===== config.mk =====
export PLATFORM = sky130hd
export DESIGN_NAME = wake_packet_framer_top
export DESIGN_NICKNAME = d
export VERILOG_FILES = /design/src/wpf_pkg.sv /design/src/wpf_front.sv /design/src/wpf_back.sv /design/src/wake_packet_framer_top.sv
export SDC_FILE = /design/constraint.sdc
export NUM_CORES = 1
export LEC_CHECK = 0
export ABC_AREA = 1
export ABC_CLOCK_PERIOD_IN_PS = 4800
export BUFFER_PORTS_ARGS = -buffer_cell sky130_fd_sc_hd__clkbuf_2
export CORE_AREA = 2 2 228 230
export DETAILED_ROUTE_END_ITERATION = 10
export DIE_AREA = 0 0 230 232
export PLACE_DENSITY = 0.67
export SLEW_MARGIN = 30
export SYNTH_ARGS = -nofsm -noshare
export SYNTH_HDL_FRONTEND = slang
export SYNTH_SLANG_ARGS = --single-unit

===== constraint.sdc =====
create_clock -name clk -period 4.8 [get_ports clk]
set_input_delay 0.24 -clock clk [delete_from_list [all_inputs] [get_ports clk]]
set_output_delay 0.24 -clock clk [all_outputs]
set_load 0.05 [all_outputs]

===== src/wpf_pkg.sv =====
// Shared types, constants and the CRC-8 step for the wake packet framer.
`timescale 1ns / 1ps
package wpf_pkg;

	localparam int MAX_PAYLOAD = 128;
	localparam logic [7:0] CRC_POLY = 8'h8C;
	localparam logic [7:0] ADDR_FLAG = 8'h80;

	// Queue depths must be powers of two (pointers wrap naturally).
	localparam int JQ_DEPTH = 4;
	localparam int JQ_AW = $clog2(JQ_DEPTH);
	localparam int JQ_CW = $clog2(JQ_DEPTH + 1);
	localparam int OQ_DEPTH = 4;
	localparam int OQ_AW = $clog2(OQ_DEPTH);
	localparam int OQ_CW = $clog2(OQ_DEPTH + 1);

	localparam logic [7:0] RST_INITIAL_CRC = 8'd222;
	localparam logic [7:0] RST_FRAME_END = 8'd192;
	localparam logic [7:0] RST_ESCAPE = 8'd219;
	localparam logic [7:0] RST_ESC_END = 8'd220;
	localparam logic [7:0] RST_ESC_ESC = 8'd221;

	typedef enum logic [2:0] {
		ST_OK       = 3'd0,
		ST_BAD_ADDR = 3'd1,
		ST_BAD_CMD  = 3'd2,
		ST_LEN_OVF  = 3'd3,
		ST_NO_FRAME = 3'd4
	} status_t;

	typedef enum logic [2:0] {
		REG_INITIAL_CRC = 3'd0,
		REG_FRAME_END   = 3'd1,
		REG_ESCAPE      = 3'd2,
		REG_ESC_END     = 3'd3,
		REG_ESC_ESC     = 3'd4
	} reg_idx_t;

	typedef enum logic {
		CMD_START = 1'b0,
		CMD_DATA  = 1'b1
	} cmd_t;

	typedef enum logic [1:0] {
		JOB_STATUS = 2'd0,
		JOB_START  = 2'd1,
		JOB_DATA   = 2'd2
	} job_kind_t;

	typedef struct packed {
		job_kind_t   kind;
		status_t     status;
		logic [7:0]  addr;
		logic [7:0]  pcmd;
		logic [7:0]  len;
		logic [7:0]  data;
		logic        close;
		logic [15:0] sent;
		logic [15:0] failed;
	} job_t;

	typedef struct packed {
		logic [7:0] init_crc;
		logic [7:0] fend;
		logic [7:0] fesc;
		logic [7:0] tfend;
		logic [7:0] tfesc;
	} cfg_t;

	typedef struct packed {
		logic [7:0]  line_byte;
		logic        byte_valid;
		status_t     status;
		logic        last;
		logic        done;
		logic [15:0] sent;
		logic [15:0] failed;
	} out_item_t;

	function automatic logic [7:0] crc_update(input logic [7:0] crc_in, input logic [7:0] b_in);
		logic [7:0] c;
		logic [7:0] b;
		logic mix;
		c = crc_in;
		b = b_in;
		for (int k = 0; k < 8; k++) begin
			mix = c[0] ^ b[0];
			c = c >> 1;
			if (mix) begin
				c = c ^ CRC_POLY;
			end
			b = b >> 1;
		end
		return c;
	endfunction

endpackage


===== src/wpf_front.sv =====
// Front end: accepts items, checks headers, tracks frame state, queues jobs.
`timescale 1ns / 1ps
module wpf_front (
	input  logic          clk,
	input  logic          arst_n,
	input  logic          push,
	output logic          full,
	input  logic          command,
	input  logic [7:0]    address,
	input  logic [7:0]    packet_command,
	input  logic [7:0]    length,
	input  logic [7:0]    data_byte,
	output wpf_pkg::job_t job_head,
	output logic          job_valid,
	input  logic          job_pop
);
	import wpf_pkg::*;

	job_t             jq_mem [JQ_DEPTH];
	logic [JQ_AW-1:0] wr_ptr_q;
	logic [JQ_AW-1:0] rd_ptr_q;
	logic [JQ_CW-1:0] cnt_q;

	logic        open_q;
	logic [7:0]  remain_q;
	logic [15:0] sent_q;
	logic [15:0] failed_q;

	logic        open_n;
	logic [7:0]  remain_n;
	logic [15:0] sent_n;
	logic [15:0] failed_n;
	status_t     err;
	job_t        job_new;
	logic        accept;

	assign full = (cnt_q == JQ_CW'(JQ_DEPTH));
	assign accept = push && !full;
	assign job_valid = (cnt_q != '0);
	assign job_head = jq_mem[rd_ptr_q];

	always_comb begin
		open_n = open_q;
		remain_n = remain_q;
		sent_n = sent_q;
		failed_n = failed_q;
		err = ST_OK;
		job_new = '0;
		job_new.kind = JOB_STATUS;
		job_new.status = ST_OK;
		job_new.addr = address;
		job_new.pcmd = packet_command;
		job_new.len = length;
		job_new.data = data_byte;
		if (cmd_t'(command) == CMD_START) begin
			sent_n = sent_q + 16'd1;
			open_n = 1'b0;
			remain_n = 8'd0;
			if (address[7] || address == 8'd0) begin
				err = ST_BAD_ADDR;
			end else if (packet_command[7]) begin
				err = ST_BAD_CMD;
			end else if (length > 8'(MAX_PAYLOAD)) begin
				err = ST_LEN_OVF;
			end
			if (err != ST_OK) begin
				failed_n = failed_q + 16'd1;
				job_new.status = err;
			end else begin
				job_new.kind = JOB_START;
				job_new.close = (length == 8'd0);
				open_n = (length != 8'd0);
				remain_n = length;
			end
		end else if (!open_q) begin
			job_new.status = ST_NO_FRAME;
		end else begin
			job_new.kind = JOB_DATA;
			job_new.close = (remain_q == 8'd1);
			open_n = (remain_q != 8'd1);
			remain_n = remain_q - 8'd1;
		end
		job_new.sent = sent_n;
		job_new.failed = failed_n;
	end

	always_ff @(posedge clk) begin
		if (accept) begin
			jq_mem[wr_ptr_q] <= job_new;
		end
	end

	always_ff @(posedge clk or negedge arst_n) begin
		if (!arst_n) begin
			wr_ptr_q <= '0;
			rd_ptr_q <= '0;
			cnt_q <= '0;
			open_q <= 1'b0;
			remain_q <= 8'd0;
			sent_q <= 16'd0;
			failed_q <= 16'd0;
		end else begin
			if (accept) begin
				wr_ptr_q <= wr_ptr_q + JQ_AW'(1);
				open_q <= open_n;
				remain_q <= remain_n;
				sent_q <= sent_n;
				failed_q <= failed_n;
			end
			if (job_pop) begin
				rd_ptr_q <= rd_ptr_q + JQ_AW'(1);
			end
			case ({accept, job_pop})
				2'b10: cnt_q <= cnt_q + JQ_CW'(1);
				2'b01: cnt_q <= cnt_q - JQ_CW'(1);
				default: cnt_q <= cnt_q;
			endcase
		end
	end

endmodule


===== src/wpf_back.sv =====
// Back end: expands jobs into stuffed line bytes with CRC, feeds the result queue.
`timescale 1ns / 1ps
module wpf_back (
	input  logic               clk,
	input  logic               arst_n,
	input  wpf_pkg::cfg_t      cfg,
	input  wpf_pkg::job_t      job,
	input  logic               job_valid,
	output logic               job_pop,
	output wpf_pkg::out_item_t out_head,
	output logic               empty,
	input  logic               pop
);
	import wpf_pkg::*;

	localparam logic [2:0] STEP_FEND = 3'd0;
	localparam logic [2:0] STEP_ADDR = 3'd1;
	localparam logic [2:0] STEP_CMD  = 3'd2;
	localparam logic [2:0] STEP_LEN  = 3'd3;
	localparam logic [2:0] STEP_HCRC = 3'd4;
	localparam logic [2:0] STEP_DATA = 3'd0;
	localparam logic [2:0] STEP_DCRC = 3'd1;

	logic [2:0] step_q;
	logic       esc_q;
	logic       esc_end_q;
	logic [7:0] crc_q;

	out_item_t        oq_mem [OQ_DEPTH];
	logic [OQ_AW-1:0] owr_ptr_q;
	logic [OQ_AW-1:0] ord_ptr_q;
	logic [OQ_CW-1:0] ocnt_q;
	logic             oq_full;
	logic             opop;

	logic [7:0] sym;
	logic [7:0] crc_in;
	logic [7:0] crc_base;
	logic       stuff;
	logic       covered;
	logic       is_crc;
	logic       last_sym;
	logic       hit_end;
	logic       hit_esc;
	logic       sym_done;
	logic       advance;
	out_item_t  item;

	assign oq_full = (ocnt_q == OQ_CW'(OQ_DEPTH));
	assign empty = (ocnt_q == '0);
	assign opop = pop && !empty;
	assign out_head = oq_mem[ord_ptr_q];
	assign advance = job_valid && !oq_full;

	always_comb begin
		sym = 8'd0;
		crc_in = 8'd0;
		stuff = 1'b0;
		covered = 1'b0;
		is_crc = 1'b0;
		last_sym = 1'b1;
		crc_base = crc_q;
		unique case (job.kind)
			JOB_START: begin
				last_sym = job.close ? (step_q == STEP_HCRC) : (step_q == STEP_LEN);
				if (step_q == STEP_FEND) begin
					crc_base = cfg.init_crc;
				end
				case (step_q)
					STEP_FEND: begin
						sym = cfg.fend;
						crc_in = cfg.fend;
						covered = 1'b1;
					end
					STEP_ADDR: begin
						sym = job.addr | ADDR_FLAG;
						crc_in = job.addr;
						covered = 1'b1;
						stuff = 1'b1;
					end
					STEP_CMD: begin
						sym = job.pcmd;
						crc_in = job.pcmd;
						covered = 1'b1;
					end
					STEP_LEN: begin
						sym = job.len;
						crc_in = job.len;
						covered = 1'b1;
						stuff = 1'b1;
					end
					default: begin
						sym = crc_q;
						stuff = 1'b1;
						is_crc = 1'b1;
					end
				endcase
			end
			JOB_DATA: begin
				last_sym = job.close ? (step_q == STEP_DCRC) : (step_q == STEP_DATA);
				if (step_q == STEP_DATA) begin
					sym = job.data;
					crc_in = job.data;
					covered = 1'b1;
					stuff = 1'b1;
				end else begin
					sym = crc_q;
					stuff = 1'b1;
					is_crc = 1'b1;
				end
			end
			default: begin
			end
		endcase

		hit_end = stuff && (sym == cfg.fend);
		hit_esc = stuff && (sym == cfg.fesc);

		item = '0;
		item.status = ST_OK;
		sym_done = 1'b1;
		if (esc_q) begin
			item.line_byte = esc_end_q ? cfg.tfend : cfg.tfesc;
		end else if (hit_end || hit_esc) begin
			item.line_byte = cfg.fesc;
			sym_done = 1'b0;
		end else begin
			item.line_byte = sym;
		end
		item.byte_valid = (job.kind != JOB_STATUS);
		item.status = (job.kind == JOB_STATUS) ? job.status : ST_OK;
		item.last = sym_done && last_sym;
		item.done = sym_done && is_crc;
		item.sent = job.sent;
		item.failed = job.failed;

		job_pop = advance && sym_done && last_sym;
	end

	always_ff @(posedge clk) begin
		if (advance) begin
			oq_mem[owr_ptr_q] <= item;
		end
	end

	always_ff @(posedge clk or negedge arst_n) begin
		if (!arst_n) begin
			step_q <= STEP_FEND;
			esc_q <= 1'b0;
			esc_end_q <= 1'b0;
			crc_q <= 8'd0;
			owr_ptr_q <= '0;
			ord_ptr_q <= '0;
			ocnt_q <= '0;
		end else begin
			if (advance) begin
				owr_ptr_q <= owr_ptr_q + OQ_AW'(1);
				if (sym_done) begin
					esc_q <= 1'b0;
					step_q <= last_sym ? STEP_FEND : step_q + 3'd1;
					if (covered) begin
						crc_q <= crc_update(crc_base, crc_in);
					end
				end else begin
					esc_q <= 1'b1;
					esc_end_q <= hit_end;
				end
			end
			if (opop) begin
				ord_ptr_q <= ord_ptr_q + OQ_AW'(1);
			end
			case ({advance, opop})
				2'b10: ocnt_q <= ocnt_q + OQ_CW'(1);
				2'b01: ocnt_q <= ocnt_q - OQ_CW'(1);
				default: ocnt_q <= ocnt_q;
			endcase
		end
	end

	assert property (@(posedge clk) disable iff (!arst_n) ocnt_q <= OQ_CW'(OQ_DEPTH))
		else $error("result queue overflow");

	assert property (@(posedge clk) disable iff (!arst_n) esc_q |-> job_valid)
		else $error("escape pending with no job");

	assert property (@(posedge clk) disable iff (!arst_n) advance && item.done |-> item.last)
		else $error("frame end not on last byte of run");

	assert property (@(posedge clk) disable iff (!arst_n)
		advance && (job.kind == JOB_STATUS) |-> job_pop && !item.byte_valid)
		else $error("status job must take exactly one transaction");

endmodule


===== src/wake_packet_framer_top.sv =====
// Top level of the wake packet framer: config registers, front and back ends.
//
// channel  | handshake           | payload
// ---------+---------------------+---------------------------------------------
// input    | push / full         | command, address, packet_command, length,
//          |                     | data_byte
// result   | empty / pop         | line_byte, byte_valid, status, last_of_run,
//          |                     | frame_done, sent_count, failed_count
// config   | cfg_we              | cfg_index, cfg_data
//
// The front end takes one input transaction per clock while its 4-entry job
// queue has room. The back end sequencer emits one line byte per clock into a
// 4-entry result queue while a job waits and that queue has room; a rejected
// item gives a single status entry with no line byte. Reset clears all
// control state and loads the register defaults; no clearing pass. With pop
// held low the result queue fills, then the job queue, then full.
`timescale 1ns / 1ps
module wake_packet_framer_top (
	input  logic        clk,
	input  logic        arst_n,
	input  logic        push,
	output logic        full,
	input  logic        command,
	input  logic [7:0]  address,
	input  logic [7:0]  packet_command,
	input  logic [7:0]  length,
	input  logic [7:0]  data_byte,
	output logic        empty,
	input  logic        pop,
	output logic [7:0]  line_byte,
	output logic        byte_valid,
	output logic [2:0]  status,
	output logic        last_of_run,
	output logic        frame_done,
	output logic [15:0] sent_count,
	output logic [15:0] failed_count,
	input  logic        cfg_we,
	input  logic [2:0]  cfg_index,
	input  logic [7:0]  cfg_data
);
	import wpf_pkg::*;

	cfg_t      cfg_q;
	job_t      job_head;
	logic      job_valid;
	logic      job_pop;
	out_item_t out_head;

	always_ff @(posedge clk or negedge arst_n) begin
		if (!arst_n) begin
			cfg_q.init_crc <= RST_INITIAL_CRC;
			cfg_q.fend <= RST_FRAME_END;
			cfg_q.fesc <= RST_ESCAPE;
			cfg_q.tfend <= RST_ESC_END;
			cfg_q.tfesc <= RST_ESC_ESC;
		end else if (cfg_we) begin
			unique case (reg_idx_t'(cfg_index))
				REG_INITIAL_CRC: cfg_q.init_crc <= cfg_data;
				REG_FRAME_END: cfg_q.fend <= cfg_data;
				REG_ESCAPE: cfg_q.fesc <= cfg_data;
				REG_ESC_END: cfg_q.tfend <= cfg_data;
				REG_ESC_ESC: cfg_q.tfesc <= cfg_data;
				default: cfg_q <= cfg_q;
			endcase
		end
	end

	wpf_front u_front (
		.clk            (clk),
		.arst_n         (arst_n),
		.push           (push),
		.full           (full),
		.command        (command),
		.address        (address),
		.packet_command (packet_command),
		.length         (length),
		.data_byte      (data_byte),
		.job_head       (job_head),
		.job_valid      (job_valid),
		.job_pop        (job_pop)
	);

	wpf_back u_back (
		.clk       (clk),
		.arst_n    (arst_n),
		.cfg       (cfg_q),
		.job       (job_head),
		.job_valid (job_valid),
		.job_pop   (job_pop),
		.out_head  (out_head),
		.empty     (empty),
		.pop       (pop)
	);

	assign line_byte = out_head.line_byte;
	assign byte_valid = out_head.byte_valid;
	assign status = out_head.status;
	assign last_of_run = out_head.last;
	assign frame_done = out_head.done;
	assign sent_count = out_head.sent;
	assign failed_count = out_head.failed;

endmodule

# After elaboration in Yosys (flattened, before gate mapping)
# Memories as Yosys holds them, arrays and structs flattened.
# Index checks and enable logic that the tools add are counted.
dict set report word_totals {
  word_cells 192
  ram_bits 464
  mem_count 2
  out_inout_bits 48
  ff_bits 108
  inputBits 49
}
dict set report classes {
  addsub 12
  eq_ne 21
  muxes 83
  reduce_logical 37
  n_lt_le_gt_ge 1
  n_bitwise 17
}
# name depth width rd rd_clocked_by_memory_dff wr line_no
set memory_table {}
lappend memory_table {u_front.jq_mem 4 70 1 0 1 wpf_front.sv:19} ;# job_t jq_mem [JQ_DEPTH];
lappend memory_table {u_back.oq_mem 4 46 1 0 1 wpf_back.sv:29} ;# out_item_t oq_mem [OQ_DEPTH];
# op n
set ops {}
lappend ops {{8-bit two-way mux} 39}
lappend ops {{8-bit one-hot mux with 4 select lines} 2}
lappend ops {{16-bit two-way mux} 3}
lappend ops {{16-bit by 1-bit adder with 16-bit output, second input constant} 2}
lappend ops {{8-bit one-hot mux with 2 select lines} 2}
lappend ops {{2-bit NOT with 3-bit output} 8}
lappend ops {{1-bit two-way mux} 21}
lappend ops {{3-bit two-way mux} 7}
lappend ops {{8-bit equality test} 2}
lappend ops {{8-bit zero test} 2}
lappend ops {{2-bit AND reduction} 8}
lappend ops {{3-bit by 2-bit equality test with 1-bit output, second input constant} 4}
lappend ops {{3-bit equality test, second input constant} 4}
lappend ops {{3-bit one-hot mux with 2 select lines} 2}
lappend ops {{3-bit by 1-bit adder with 3-bit output, second input constant} 3}
lappend ops {{1-bit logical AND} 9}
lappend ops {{3-bit zero test} 3}
lappend ops {{2-bit by 1-bit adder with 2-bit output, second input constant} 4}
lappend ops {{8-bit by 1-bit equality test with 1-bit output, second input constant} 1}
lappend ops {{8-bit greater-than comparator, second input constant} 1}
lappend ops {{8-bit by 1-bit != test with 1-bit output, second input constant} 1}
lappend ops {{1-bit one-hot mux with 2 select lines} 4}
lappend ops {{8-bit nonzero test} 1}
lappend ops {{8-bit by 1-bit subtractor with 8-bit output, second input constant} 1}
lappend ops {{other kinds (17)} 37}

# Depth between registers and ports, before layout
# Gate-level depths: netlist of the first run.
dict set report depth {
  depth_word 42
  depth_mapped 32
  ltp_nobuf 28
}

# By module
# Synthesis of the first run repeated with hierarchy kept, for this count alone.
dict set report unflattened {
  hier_cells 2255
  area_unflattened_um2 24783.8
}
# module cells_per_inst n_inst seq_area_each_um2 area_per_inst_um2
set modules_own_cells {}
lappend modules_own_cells {wpf_front 1135 1 9609.2 13515.5}
lappend modules_own_cells {wpf_back 938 1 6025.8 9579.2}
lappend modules_own_cells {wake_packet_framer_top 182 1 1032.2 1689.1}

# Worst setup path before layout of the first run
# No wires, ideal clock.
dict set report synth_path {
  path_type {reg-to-reg}
  from {reg u_front.cnt_q[2]}
  to {mem u_front.jq_mem[0][0] (netlist bit), enable pin}
  stages_incl_launch_ff 7
  setup_time_ns 0.499
  setup_slack_ns -0.052
  synth_period_minus_slack_ns 4.852
  n_path_buf 1
  required_time_ns 4.301
  arrival_time_ns 4.353
  path_cell_list {dfrtp_1 > inv_1 > nor3_1 > nor2_1 > inv_1 > clkbuf_1 > nor2_1}
}
dict set report synth_between {
  elab_chain_cells 5
}
# element line_no
set synth_lines {}
lappend synth_lines {{start: declaration} wpf_front.sv:22} ;# logic [JQ_CW-1:0] cnt_q;
lappend synth_lines {{start signal: assignment} wpf_front.sv:114} ;# 2'b10: cnt_q <= cnt_q + JQ_CW'(1);
lappend synth_lines {{start signal: assignment} wpf_front.sv:115} ;# 2'b01: cnt_q <= cnt_q - JQ_CW'(1);
lappend synth_lines {{start signal: assignment} wpf_front.sv:116} ;# default: cnt_q <= cnt_q;
lappend synth_lines {{3-bit equality test} wpf_front.sv:37} ;# assign full = (cnt_q == JQ_CW'(JQ_DEPTH));
lappend synth_lines {{via full} wake_packet_framer_top.sv:22} ;# output logic full,
lappend synth_lines {{1-bit zero test} wpf_front.sv:38} ;# assign accept = push && !full;
lappend synth_lines {{1-bit logical AND} wpf_front.sv:38}
lappend synth_lines {{1-bit two-way mux} wpf_front.sv:88} ;# if (accept) begin
lappend synth_lines {{1-bit two-way mux (implied by the code)} wpf_front.sv:89} ;# jq_mem[wr_ptr_q] <= job_new;
lappend synth_lines {{end: declaration} wpf_front.sv:19}
# The timed path passes the listed nets, and every way through them passes these cells.

# Worst setup path after layout of the first run
dict set report layout_path {
  from {reg u_front.rd_ptr_q[1]}
  to {reg u_front.cnt_q[2]}
}
dict set report layout_between {
  elab_chain_cells 12
  elab_cells_between_ends 23
  cone_classes {6 x eq/ne; 10 x mux; 6 x reduce/logical; 1 x memory}
}
# element line_no
set layout_lines {}
lappend layout_lines {{start: declaration} wpf_front.sv:21} ;# logic [JQ_AW-1:0] rd_ptr_q;
lappend layout_lines {{start signal: assignment} wpf_front.sv:111} ;# rd_ptr_q <= rd_ptr_q + JQ_AW'(1);
lappend layout_lines {{memory read 4 x 70 bit *} --}
lappend layout_lines {{8-bit one-hot mux with 4 select lines, or another cell as far along} wpf_back.sv:69} ;# case (step_q)
lappend layout_lines {{8-bit one-hot mux with 2 select lines} wpf_back.sv:63} ;# unique case (job.kind)
lappend layout_lines {{8-bit equality test (on tied branches)} {wpf_back.sv:116, wpf_back.sv:117}}
lappend layout_lines {{1-bit logical AND (on tied branches)} {wpf_back.sv:116, wpf_back.sv:117}}
lappend layout_lines {{1-bit logical OR} wpf_back.sv:124} ;# end else if (hit_end || hit_esc) begin
lappend layout_lines {{1-bit two-way mux} wpf_back.sv:124}
lappend layout_lines {{1-bit two-way mux} wpf_back.sv:122} ;# if (esc_q) begin
lappend layout_lines {{1-bit logical AND} wpf_back.sv:137} ;# job_pop = advance && sym_done && last_sym;
lappend layout_lines {{1-bit logical AND *} wpf_back.sv:137}
lappend layout_lines {{via job_pop} wake_packet_framer_top.sv:46} ;# logic job_pop;
lappend layout_lines {{2-bit by 1-bit equality test with 1-bit output / 2-bit equality test (equally long branches)} wpf_front.sv:113} ;# case ({accept, job_pop})
lappend layout_lines {{3-bit one-hot mux with 2 select lines / 2-bit nonzero test (equally long branches)} --}
# The timed path passes the listed nets; every way through them passes the cells marked *.
# A chain may end at the register's enable or synchronous reset.

==> results of run 1 <==
==> tightest hold or removal path: stages <==
cell      delay (ns)
clkbuf_2        0.08
inv_1           0.18
o21ai_0         0.13
==> worst paths after layout <==
check                                                 from                          endpoint  slack, ns  depth (start not counted)
min reg2reg                           cfg_q[8]$_DFFE_PN0P_              cfg_q[8]$_DFFE_PN0P_       0.48                          2
max reg2reg                u_front.rd_ptr_q[1]$_DFFE_PN0P_      u_front.cnt_q[2]$_DFFE_PN0P_       0.62                         27
min                                            cfg_data[2]             cfg_q[10]$_DFFE_PN1P_       0.04                          3
min in group asynchronous                           arst_n      u_back.ocnt_q[0]$_DFFE_PN0P_       0.25                          2
max in group asynchronous                           arst_n  u_front.failed_q[12]$_DFFE_PN0P_       3.59                          3
max                        u_front.rd_ptr_q[1]$_DFFE_PN0P_      u_front.cnt_q[2]$_DFFE_PN0P_       0.62                         27
==> power by group <==
group / total [W] / switching (W) / internal, W
combinational: 0.00928 / 0.00694 / 0.00234
sequential: 0.00823 / 0.000534 / 0.00769
clock: 0.00444 / 0.00183 / 0.00260
==> kinds of logic after synthesis <==
family	after synthesis
AND/OR/NAND/NOR	847
flip-flops	572
multiplexers	9
buffers and inverters	306
adder cells (fa/ha/maj)	25
XOR/XNOR	46
AO/OA/AOI/OAI	435
==> timing repair <==
action,in CTS,in global routing
hold buffers,39,0
gates resized for setup,0,1
endpoints found under the setup margin,0,1
endpoints found under the hold margin,199,0
==> layout make-up <==
cell class	count	area, sq um
multi-input cells	1362	6750
repair buffers	161	1160
well taps	680	851
inverters	207	785
clock inverters	25	325
clock buffers	81	1570
fillers	4208	22800
flip-flops and latches	572	16700
==> metrics by stage <==
step                total power, W  area [sq um]  hold WS (ns)  util (%)  instances
finish                      0.0219         28100        0.0417      55.2       3088
global route                0.0234         28100        0.0382      55.2       3088
CTS                         0.0220         28100        0.0165      55.2       3088
detailed placement          0.0176         25800         0.360      50.7       2943
global placement            0.0173         25800         0.356      50.7       2942
floorplan                   0.0150         24600       -0.0556         -       2240
==> registers in the layout, summed over array words and instances, names as in the netlist <==
signal / flops
cfg_q: 40
u_back.oq_mem: 184
u_back.owr_ptr_q: 2
u_back.crc_q: 8
u_front.wr_ptr_q: 2
u_front.jq_mem: 280
u_front.open_q: 1
u_back.ocnt_q: 3
u_back.step_q: 3
u_back.esc_q: 1
u_back.esc_end_q: 1
u_back.ord_ptr_q: 2
u_front.cnt_q: 3
u_front.rd_ptr_q: 2
u_front.failed_q: 16
u_front.sent_q: 16
u_front.remain_q: 8
==> routing by layer <==
layer	up-vias	GRT usage, %	part of all wire, %
li1	7937	-	-
met1	8093	29.5	46
met2	462	32.9	46
met3	94	3.20	5.8
met4	0	5.54	2.3
met5	-	0	0
==> layout by cell type (no fill, tap or decap), types with 6 or more instances in the layout <==
cell and instances:
a21oi_1 34, buf_12 6, buf_4 20, bufinv_16 6, clkbuf_1 18, clkbuf_16 56
clkbuf_2 95, clkbuf_8 7, clkinv_1 8, clkinv_2 7, dfrtp_1 80, dfstp_2 25
dlygate4sd3_1 39, edfxtp_1 464, ha_1 23, inv_1 196, inv_2 7, mux2i_1 9
nand2_1 438, nand2_2 17, nand3_1 130, nor2_1 218, nor2_4 10, nor3_1 12
o21ai_0 280, o21ai_1 14, o21ai_2 6, o22ai_1 85, xnor2_1 8, xor2_1 37
==> results.yml, run 1 <==
run_status:
  status: "finished, final reports clean"
synth:
  ys_types: 48
  synth.net_count: 2314
  synth_cells: 2240
  synth_area_leaders: "edfxtp_1, dfrtp_1, nand2_1"
  synth-simple-area-share_pct: 14.2
  synth-adder-area-share_pct: 1.33
  netlist_area_sq_um: 24600
  synth_compound_area_share_pct: 9.57
  synthFlopType: "edfxtp_1"
  yosys_warnings: 0
  seq_area_frac_synth_pct: 67.7
  synth_most_common_cell: "edfxtp_1"
  yosys-top-cells-count: "edfxtp_1, nand2_1, o21ai_0"
  synth_top_area_share_pct: 56.6
  synth_edf_count: 464
  synth_mux_area_share_pct: 0.366
  synthArstFlopShare_pct: 18.9
  ys_ff_latch: 572
  synth_top_family_by_area: "simple AND/OR/NAND/NOR gates"
  synth_xor_area_share_pct: 1.67
  synth_largest_area_cell: "edfxtp_1"
  synth.avg_cell_area_sq_um: 11.0
sta:
  rsz0062_at_grt: "no"
  fmax_mhz: 239
  relSlewSlack_pct: 38.2
  finalMaxSlewViolations: 0
  setup_viol: 0
  tightestPinTransition_ns: 0.924
  hold_viol: 0
  fin_worst_skew_ns: 0.0320
  fin_crit_sh_pct: 87.1
  period_minus_slack_ns: 4.18
  timing.setup.tns_ns: 0
  worst_slack_ns: 0.619
hold_path:
  hold_path.class: "primary input to flip-flop"
grt:
  grt-ovfl-total: 0
  grt_first_pass_wirelength_um: 86400
  grt_usage_pct: 20.6
  antenna_found_initial: 0
  grt_pass1_vias: 15826
  grt_max_degree: 95
setup_path:
  worstSetupPathType: "flip-flop to flip-flop"
  crit_family: "simple AND/OR/NAND/NOR gates"
  cp_num_buf_inv: 6
  crit_top_cell: "inv_1"
  cp.required_ns: 5.29
  cp_slowest_cell: "dfrtp_2"
  cpPeakStageDelay_ns: 0.42
  critical_path.max_fanout: 37
  endpoint_kind: "flip-flop"
  critPathArrivalTime_ns: 4.67
  cp-start-kind: "flip-flop"
floorplanning:
  die-width_um: 230
  start_util_pct: 48.4
  rows: 83
  dieArea_sq_um: 53400
  die_h_um: 232
  core-area_sq_um: 50900
  io_pins: 97
routing:
  viasPerCell: 5.37
  first_iter_violations: 1380
  drtAntennaViolNets: 0
  drc: 0
  wl_um: 54800
  vias: 16586
  wl_per_cell_um: 17.7
  drt_pass1_iterations: 7
clock_network:
  cts_sinks: 572
  cts.htree.levels: 2
  cts_tree: "done"
  cts_root_buffer: "clkbuf_16"
  postCtsSetupBuffers: 0
  clk_latency_ns: 0.62
  clockBufferDepth: 3
  numCtsBuffers: 56
  clk_pin_slew_worst_paths_ns: 0.06
cells_and_area:
  layout-drive-gt1-share_pct: 11.8
  antenna_cells: 0
  nets: 2434
  syn_to_final_growth_pct: 14.2
power:
  peakVddDrop_mv: 0.417
  p_leak_nw: 11.1
  power.density_nw_per_um2: 780
place:
  dp_slack_ns: 0.512
  port_buffers: 96
  dpl.hpwl_um: 34200
  globalplace.congestion: 0.868
run:
  maxCapViolations: 0
(Power assumes the default switching activity.)
==> run 2: changes to the inputs <==
--- a/config.mk
+++ b/config.mk
@@ -11,7 +11,9 @@
 export CORE_AREA = 2 2 228 230
 export DETAILED_ROUTE_END_ITERATION = 10
 export DIE_AREA = 0 0 230 232
+export MAX_ROUTING_LAYER = met4
 export PLACE_DENSITY = 0.67
+export SKIP_LAST_GASP = 1
 export SLEW_MARGIN = 30
 export SYNTH_ARGS = -nofsm -noshare
 export SYNTH_HDL_FRONTEND = slang
==> results.yml, run 2 (synthesized netlist as in run 1, its figures left out) <==
setup_path:
  worstSetupPathType: "flip-flop to flip-flop"
  cp-start-kind: "flip-flop"
  setup.worst_path.start: "u_front.rd_ptr_q[1]$_DFFE_PN0P_"
  cp.required_ns: 5.31
  crit_top_cell: "inv_1"
  cp_slowest_cell: "dfrtp_2"
  reg2reg_setup_slack_ns: 0.68
  crit_chain: "inv_4 -> a21oi_1 -> a32oi_1 -> inv_1 -> ha_1 -> buf_4 -> inv_1 -> a21oi_1 -> a21boi_1 -> nand2_1 -> inv_1 -> nand2_1 -> nor2_1 -> nand2_2 -> nand2_4 -> nand2_4 -> nand3_2 -> inv_1 -> ha_1 -> inv_1 -> fa_1 -> o21ai_0"
  worst-path-stages: 22
  critical_path.max_fanout: 37
  worst_r2r_path_depth: 22
  rr_startpoint: "u_front.rd_ptr_q[1]$_DFFE_PN0P_"
  critPathArrivalTime_ns: 4.64
  cp_num_buf_inv: 7
  endpoint_kind: "flip-flop"
  cpPeakStageDelay_ns: 0.42
  crit_family: "buffers and inverters"
floorplanning:
  dieArea_sq_um: 53400
  rows: 83
  die-width_um: 230
  io_pins: 97
  start_util_pct: 48.4
  core-area_sq_um: 50900
  die_h_um: 232
routing:
  viasPerCell: 5.33
  first_iter_violations: 1358
  wl_um: 54800
  wl_per_cell_um: 17.7
  vias: 16488
  drtAntennaViolNets: 0
  drt_pass1_iterations: 7
  drc: 0
hold_path:
  worstHoldStart: "cfg_data[7]"
  hold_path.class: "primary input to flip-flop"
  hold_depth: 3
clock_network:
  clk_pin_slew_worst_paths_ns: 0.06
  cts_tree: "done"
  cts_root_buffer: "clkbuf_16"
  clk_latency_ns: 0.63
  cts.htree.levels: 2
  cts_sinks: 572
  clockBufferDepth: 3
  numCtsBuffers: 55
cells_and_area:
  largestRegisters: "u_front.jq_mem (280), u_back.oq_mem (184), cfg_q (40)"
  seq_area_sq_um: 16700
  fin_area_sq_um: 28100
  multi_input_area_sq_um: 6750
  final_cell_mix: "edfxtp_1, nand2_1, o21ai_0"
  largest_reg_flops: 280
  nFillCells: 4293
  syn_to_final_growth_pct: 14.1
  layout-drive-gt1-share_pct: 12.1
  final_common_cell: "edfxtp_1"
  nets: 2437
  top_register: "u_front.jq_mem"
power:
  power.density_nw_per_um2: 774
  seqPwrFrac_pct: 37.8
  comb_power_share_pct: 42.8
  peakVddDrop_mv: 0.495
  pwr-share-clk_pct: 19.4
  p_switching_w: 0.00930
  p_int_w: 0.0124
  p_leak_nw: 11.0
  switching_share_pct: 42.8
place:
  dpl.hpwl_um: 34400
  port_buffers: 96
  globalplace.congestion: 0.861
  postPlaceCellArea_sq_um: 25900
grt:
  grt_max_degree: 95
  antenna_found_initial: 2
  grt_pass1_vias: 15736
  grt_usage_pct: 21.2
  grt-ovfl-total: 0
  grt_first_pass_wirelength_um: 86100
sta:
  finalMaxSlewViolations: 0
  fin_worst_skew_ns: 0.0462
  hold_viol: 0
  timing.setup.tns_ns: 0
  fin_crit_sh_pct: 85.9
  relSlewSlack_pct: 37.2
  rsz0062_at_grt: "no"
  fmax_mhz: 243
  holdWs_ns: 0.0168
  setup_viol: 0
  tightestPinTransition_ns: 0.942
  period_minus_slack_ns: 4.12
run:
  maxCapViolations: 0
run_status:
  status: "finished, final reports clean"
-- run 2: cell count changes in the layout (fill, tap and decap cells not counted), sizes merged, moves of 4 or more --
cell	delta
buf	+5
bufinv	-4
clkbuf	-4
clkinvlp	+6
-- run 2: worst min-delay path: stages --
cell	delay, ns
clkbuf_2	0.08
inv_1	0.16
o21ai_0	0.12
-- run 2: final cells by class --
type | count | area share [%]
Sequential cell | 572 | 59.4
Multi-Input combinational cell | 1362 | 24.0
Tap cell | 680 | 3.03
Inverter | 207 | 2.80
Antenna cell | 1 | 0.00891
Timing Repair Buffer | 165 | 4.40
Clock inverter | 27 | 0.882
Clock buffer | 77 | 5.49
-- run 2: per-layer routing --
| metal | routed length, um | part of all wire (%) | track usage (%) | vias up |
|---|---|---|---|---|
| met5 | 0 | 0 | - | - |
| met4 | 982 | 1.8 | 4.58 | 0 |
| met3 | 3020 | 5.5 | 2.87 | 72 |
| met2 | 25700 | 47 | 33.3 | 421 |
| met1 | 25100 | 46 | 29.7 | 8048 |
| li1 | - | - | - | 7947 |
-- run 2: through the flow --
step,instances,total power [W],setup WS (ns),util [%]
finish,3091,0.0217,0.677,55.2
global route,3091,0.0231,0.162,55.2
CTS,3090,0.0219,0.498,55.2
detailed placement,2948,0.0176,0.530,50.9
global placement,2946,0.0173,0.530,50.8
floorplan,2240,0.0150,-0.0518,-
-- run 2: path summary, 6_finish.rpt --
| check | endpoint |
|---|---|
| max in group asynchronous | u_front.rd_ptr_q[0]$_DFFE_PN0P_ |
| min reg2reg | cfg_q[9]$_DFFE_PN0P_ |
| min in group asynchronous | u_back.esc_end_q$_DFFE_PN0P_ |
| min | cfg_q[7]$_DFFE_PN1P_ |
| max reg2reg | u_front.cnt_q[1]$_DFFE_PN0P_ |
| max | u_front.cnt_q[1]$_DFFE_PN0P_ |
-- run 2: power by group through the flow --
stage	logic (W)	clock network [W]	registers (W)
2_1_floorplan	0.00680	0	0.00820
3_3_place_gp	0.00906	0	0.00825
3_5_place_dp	0.00930	0	0.00830
4_1_cts	0.00936	0.00431	0.00821
5_1_grt	0.0103	0.00448	0.00836
6_report	0.00930	0.00422	0.00822
-- run 2: what timing repair did --
action,4_1_cts,5_1_grt
hold buffers,38,0
gates resized for setup,0,1
buffers inserted,0,0
hold endpoints to repair,179,0
endpoints found under the setup margin,0,1
